`config.mk`:
```
export PLATFORM = sky130hd
export DESIGN_NAME = fsc_plane_store
export DESIGN_NICKNAME = d
export VERILOG_FILES = /design/src/sv/frustum_sphere_cull_test_core_macros.svh /design/src/sv/fsc_pkg.sv /design/src/sv/fsc_plane_store.sv
export SDC_FILE = /design/constraint.sdc
export NUM_CORES = 2
export LEC_CHECK = 0
export BUFFER_PORTS_ARGS = -buffer_cell sky130_fd_sc_hd__buf_2
export CAP_MARGIN = 30
export CORE_AREA = 3 3 354 356
export CTS_BUF_LIST = sky130_fd_sc_hd__clkbuf_8 sky130_fd_sc_hd__clkbuf_16
export CTS_CLUSTER_SIZE = 28
export DETAILED_ROUTE_END_ITERATION = 6
export DIE_AREA = 0 0 357 359
export GPL_TIMING_DRIVEN = 0
export MAX_ROUTING_LAYER = met4
export PLACE_DENSITY_LB_ADDON = 0.3
export SLEW_MARGIN = 10
export SYNTH_ARGS = -nofsm -noshare
export SYNTH_HDL_FRONTEND = slang
export SYNTH_SLANG_ARGS = --single-unit
```
`constraint.sdc`:
```
create_clock -name clk -period 1.3 [get_ports clk]
set_input_delay 0.13 -clock clk [delete_from_list [all_inputs] [get_ports clk]]
set_output_delay 0.13 -clock clk [all_outputs]
set_load 0.01 [all_outputs]
```
`src/sv/frustum_sphere_cull_test_core_macros.svh`:
```
// Assertion macros for the frustum sphere cull test core.
// Included by the RTL files that carry concurrent assertions; no dependencies.
`ifndef FRUSTUM_SPHERE_CULL_TEST_CORE_MACROS_SVH
`define FRUSTUM_SPHERE_CULL_TEST_CORE_MACROS_SVH

`ifndef SYNTHESIS
// Checked outside reset.
`define FSC_ASSERT(label, clk, rst, prop) \
  label: assert property (@(posedge clk) disable iff (rst) prop) \
    else $error("fsc assertion failed");
// Checked on every edge, reset included.
`define FSC_ASSERT_ALWAYS(label, clk, prop) \
  label: assert property (@(posedge clk) prop) \
    else $error("fsc assertion failed");
`else
`define FSC_ASSERT(label, clk, rst, prop)
`define FSC_ASSERT_ALWAYS(label, clk, prop)
`endif

`endif

```
`src/sv/fsc_pkg.sv`:
```
// Shared types and constants for the frustum sphere cull test core.
// No dependencies.
package fsc_pkg;

  // Q16.16 fixed point: d and radius are scaled by this shift.
  localparam int FRAC_BITS = 16;
  // Width of the plane index field.
  localparam int PIDX_W = 3;
  // Compare width for the index decode; covers up to 32 planes.
  localparam int IDX_CMP_W = 5;

  typedef enum logic {
    CMD_LOAD = 1'b0,
    CMD_TEST = 1'b1
  } cmd_t;

  typedef struct packed {
    logic              we;
    logic [PIDX_W-1:0] idx;
  } store_wr_t;

endpackage

```
`src/sv/fsc_plane_store.sv`:
```
// Plane coefficient registers, one entry of a, b, c, d per plane.
// Depends on fsc_pkg.
module fsc_plane_store #(
  parameter int NUM_PLANES  = 6,
  parameter int COORD_WIDTH = 32
) (
  input  logic                          clk,
  input  logic                          rst,
  input  fsc_pkg::store_wr_t            wr,
  input  logic signed [COORD_WIDTH-1:0] wr_a,
  input  logic signed [COORD_WIDTH-1:0] wr_b,
  input  logic signed [COORD_WIDTH-1:0] wr_c,
  input  logic signed [COORD_WIDTH-1:0] wr_d,
  output logic signed [COORD_WIDTH-1:0] coef_a [NUM_PLANES],
  output logic signed [COORD_WIDTH-1:0] coef_b [NUM_PLANES],
  output logic signed [COORD_WIDTH-1:0] coef_c [NUM_PLANES],
  output logic signed [COORD_WIDTH-1:0] coef_d [NUM_PLANES]
);
  import fsc_pkg::*;

  logic [IDX_CMP_W-1:0] idx_ext;

  assign idx_ext = IDX_CMP_W'(wr.idx);

  // Indexes at or above NUM_PLANES match no entry and are dropped.
  always_ff @(posedge clk) begin
    for (int i = 0; i < NUM_PLANES; i++) begin
      if (rst) begin
        coef_a[i] <= '0;
        coef_b[i] <= '0;
        coef_c[i] <= '0;
        coef_d[i] <= '0;
      end else if (wr.we && (idx_ext == IDX_CMP_W'(i))) begin
        coef_a[i] <= wr_a;
        coef_b[i] <= wr_b;
        coef_c[i] <= wr_c;
        coef_d[i] <= wr_d;
      end
    end
  end

endmodule

```
# Word level (Yosys, flattened, before mapping)
# Index checks and enable logic that the tools add are counted.
[word_totals]
reg_bits = 768
out_inout_bits = 768
word_cells = 36
[classes]
eq_ne = 5
n_reduce_logical = 7
[op_table]
columns = ["op", "count"]
rows = [
  ["3-bit by 2-bit equality test with 1-bit output, second input constant", 2],
  ["3-bit equality test, second input constant", 2],
  ["1-bit logical AND", 6],
  ["5-bit logical NOT", 1],
  ["3-bit by 1-bit equality test with 1-bit output, second input constant", 1],
]

# Longest topological paths before layout
[depth]
word_depth = 2
ltp_mapped = 5

# Worst setup path before layout
# Ideal clock, no wire load.
[synth_timing]
kind = "input to register"
startpoint = "in wr[1] in the netlist's numbering"
endpoint = "reg coef_a[181] in the netlist's numbering"
setup_time_ps = 124
arrival_time_ps = 1029
t_required_ps = 1176
slack_ps = 147
stages = 4
path_buffers = 2
cell_sequence = "or4b_1 buf_2 buf_6 mux2i_1"
[synth_via]
elab_chain_len = 2
[synth_lines]
columns = ["element", "line_no", "text"]
rows = [
  ["start: declaration", "fsc_plane_store.sv:9", "input fsc_pkg::store_wr_t wr,"],
  ["5-bit logical NOT", "fsc_plane_store.sv:33", "end else if (wr.we && (idx_ext == IDX_CMP_W'(i))) begin"],
  ["1-bit logical AND", "fsc_plane_store.sv:33", ""],
  ["end signal: indexed assignment", "fsc_plane_store.sv:34", "coef_a[i] <= wr_a;"],
  ["end: declaration", "fsc_plane_store.sv:14", "output logic signed [COORD_WIDTH-1:0] coef_a [NUM_PLANES],"],
]
# No other way between the ends.
# A chain may end at the register's enable or synchronous reset.

==> out/qor.yml <==
detailed_routing:
  vias: 23600
  dr.pass1.iters: 5
  drt_iter0_drc: 1102
  drc: 0
  drt.antenna.violating_nets: 0
  wirelength_microns: 126000
  viasPerCell: 4.24
  wl_per_cell_microns: 22.7
job:
  maxCapViolCount: 0
final_layout:
  finish.utilization_pct: 38.0
  nets: 3994
  multi_input_area_sq_mm: 0.0134
  fillCellCount: 12100
  drive_above_1_share_pct: 50.3
  areaGrowthSynthToFinish_pct: 56.3
  seqCellArea_sq_mm: 0.0163
timing:
  relSlewSlack_pct: 41.2
  slew_viol_final: 0
  layout_min_cycle_time_ns: 1.32
  rsz0062_at_grt: "true"
  layout_setup_ws_ns: -0.0207
  period_share_pct: 102
  setup_viol: 14
  fin_skew_ns: 0
  max_freq_ghz: 0.757
  hold_viol: 0
  worst_pin_slew_ns: 0.882
clocking:
  root_buffer: "clkbuf_16"
  cts.sinks: 768
  htreeDepth: 3
  ctsLongestPathBuffers: 3
  cts_tree: "done"
  cts_buffers: 88
  clk_latency_ns: 0.66
  clkTransAtPathRegs_ns: 0.06
pwr:
  peakVddDrop_v: 0.00103
  power_mw: 54.7
  power_per_cell_area_mw_per_mm2: 1180
  power.leakage_nw: 22.6
yosys:
  synthMuxAreaShare_pct: 25.9
  yosysWarnings: 0
  syn_area_per_cell_sq_um: 11.3
  synth_compound_area_share_pct: 0
  synth_top_family_by_area: "multiplexers"
  ys_seq_elements: 768
  ys_types: 14
  syn-cell-area_sq_mm: 0.0296
  synth_xor_xnor_area_share_pct: 0
  synth_nets: 2758
  ys_seq_area_share_pct: 51.9
  yosys.area_share.simple_pct: 19.2
  synth_cells: 2624
  synth_fa_ha_area_share_pct: 0
floorplan:
  rows: 128
  dieArea_sq_mm: 0.128
  initial_utilization_pct: 24.3
  die_h_microns: 359
  io-pin-count: 902
  die_w_microns: 357
  core_area_sq_mm: 0.122
global_routing:
  grt_first_pass_wirelength_microns: 177000
  grtUsageTotal_pct: 19.4
  overflow: 0
  grt_pass1_vias: 24200
  antenna_found_initial: 17
  grt_max_degree: 15
worst_setup_path:
  crit_cells: 5
  arrival_ns: 1.85
  rrSetupSlack_ns: 0.45
  start_kind: "input pin"
  rr_startpoint: "coef_a[108]"
  reg2regPathDepth: 4
  r2r_end: "coef_a[108]"
  critPathTopFamily: "buffers and inverters"
  required_ns: 1.83
  critical_path.cell_chain: "buf_4, buf_4, clkbuf_1, nand2b_1, mux2i_1"
  crit_slowest_cell: "clkbuf_1"
  worstSetupPathType: "in -> reg"
  worst_setup_path_end_kind: "register"
  crit_path_max_incr_delay_ns: 0.58
  path_buf_inv: 3
  crit_fanout: 10
  cpMostUsedCell: "buf_4"
place:
  dp_slack_ns: -1.28
  port_buffers: 900
  dp_hpwl_microns: 93400
  globalplace.congestion: 0.879
status:
  violations: "setup timing"
  outcome: "finished, violations left"
min_path:
  hp-start: "wr_c[30]"
  worstHoldPathCells: 3
  worstHoldPathType: "in -> reg"
  hold_end: "coef_c[158]"
[worst max-delay path by stage]
stage | from | to | slack, ns
2_1_floorplan | wr[1] | coef_a[181] | 0.15
5_1_grt | coef_c[129] | coef_c[129] | -0.06
3_3_place_gp | rst | coef_b[62] | -1.63
4_1_cts | coef_c[129] | coef_c[129] | -0.07
3_5_place_dp | rst | coef_c[191] | -1.28
6_report | rst | coef_c[164] | -0.02
[layout by cell type, fill, tap and decap left out, types with 21 or more instances in the layout]
cell and instances:
mux2i_1 768, clkbuf_8 21, inv_1 28, nand2b_1 895
buf_2 311, clkbuf_1 84, buf_6 633, dfxtp_1 54
dlygate4sd3_1 117, dfxtp_2 701, buf_4 154, clkbuf_16 89
[registers in the layout, summed over array words and instances, names as in the netlist]
register  count
coef_b      192
coef_d      192
coef_a      192
coef_c      192
[report_power, final]
group          internal, mW  total [mW]  switching [mW]
combinational          2.36        4.92            2.56
clock                  14.6        25.3            10.7
sequential             24.1        24.5           0.377
total                  41.1        54.7            13.6
[stage by stage]
step           TNS (ns)  hold WS [ns]  area, sq um  cells
2_1_floorplan         0         0.388        29600   2624
4_1_cts           -4.66       0.00568        45700   5489
6_report         -0.118        0.0409        46300   5564
3_5_place_dp    -600.87         0.457        36200   5149
3_3_place_gp    -735.72         0.455        36200   5149
5_1_grt           -2.33       0.00719        46300   5560
[synth_stat cells]
cell / instances / area share [%]
clkbuf_1: 97 / 1.2
buf_2: 66 / 1.1
clkbuf_4: 3 / 0.076
nand4bb_1: 3 / 0.11
nand4b_1: 2 / 0.059
buf_6: 2 / 0.076
buf_4: 12 / 0.30
nor4b_1: 1 / 0.030
or4b_1: 1 / 0.034
buf_8: 4 / 0.20
nand2b_1: 896 / 19
and4bb_2: 1 / 0.042
dfxtp_1: 768 / 52
mux2i_1: 768 / 26
[tightest hold or removal path, stage by stage]
cell      delay [ns]
buf_2           0.08
nand2b_1        0.23
mux2i_1         0.20
[metal layers]
layer / track usage, % / part of all wire (%)
met1: 22.9 / 41
met2: 31.4 / 47
met3: 5.26 / 7.5
met4: 7.66 / 4.1
met5: - / 0
[repair_timing]
| action | CTS | global route |
|---|---|---|
| setup buffers | 61 | 67 |
| gates resized for setup | 1620 | 70 |
| hold buffers | 118 | 0 |
| setup endpoints to repair | 1114 | 360 |
| hold endpoints to repair | 633 | 0 |
| pin swaps | 0 | 0 |
[final cells by class]
class	instances	area share (%)
sequential	768	35.2
multi-input combinational	1672	28.9
clock buffer	110	5.43
timing repair buffer	1146	23.1
antenna	8	0.0432
tap	1625	4.39
clock inverter	51	0.997
buffer	184	2.00
[cells by family (layout without fill, tap and decap cells)]
family                 after synthesis  in the layout
buffers and inverters              184           1491
other                                0              8
AND/OR/NAND/NOR                    904            904
multiplexers                       768            768
flip-flops                         768            768
Note: power is estimated with default switching activity, not from simulation.
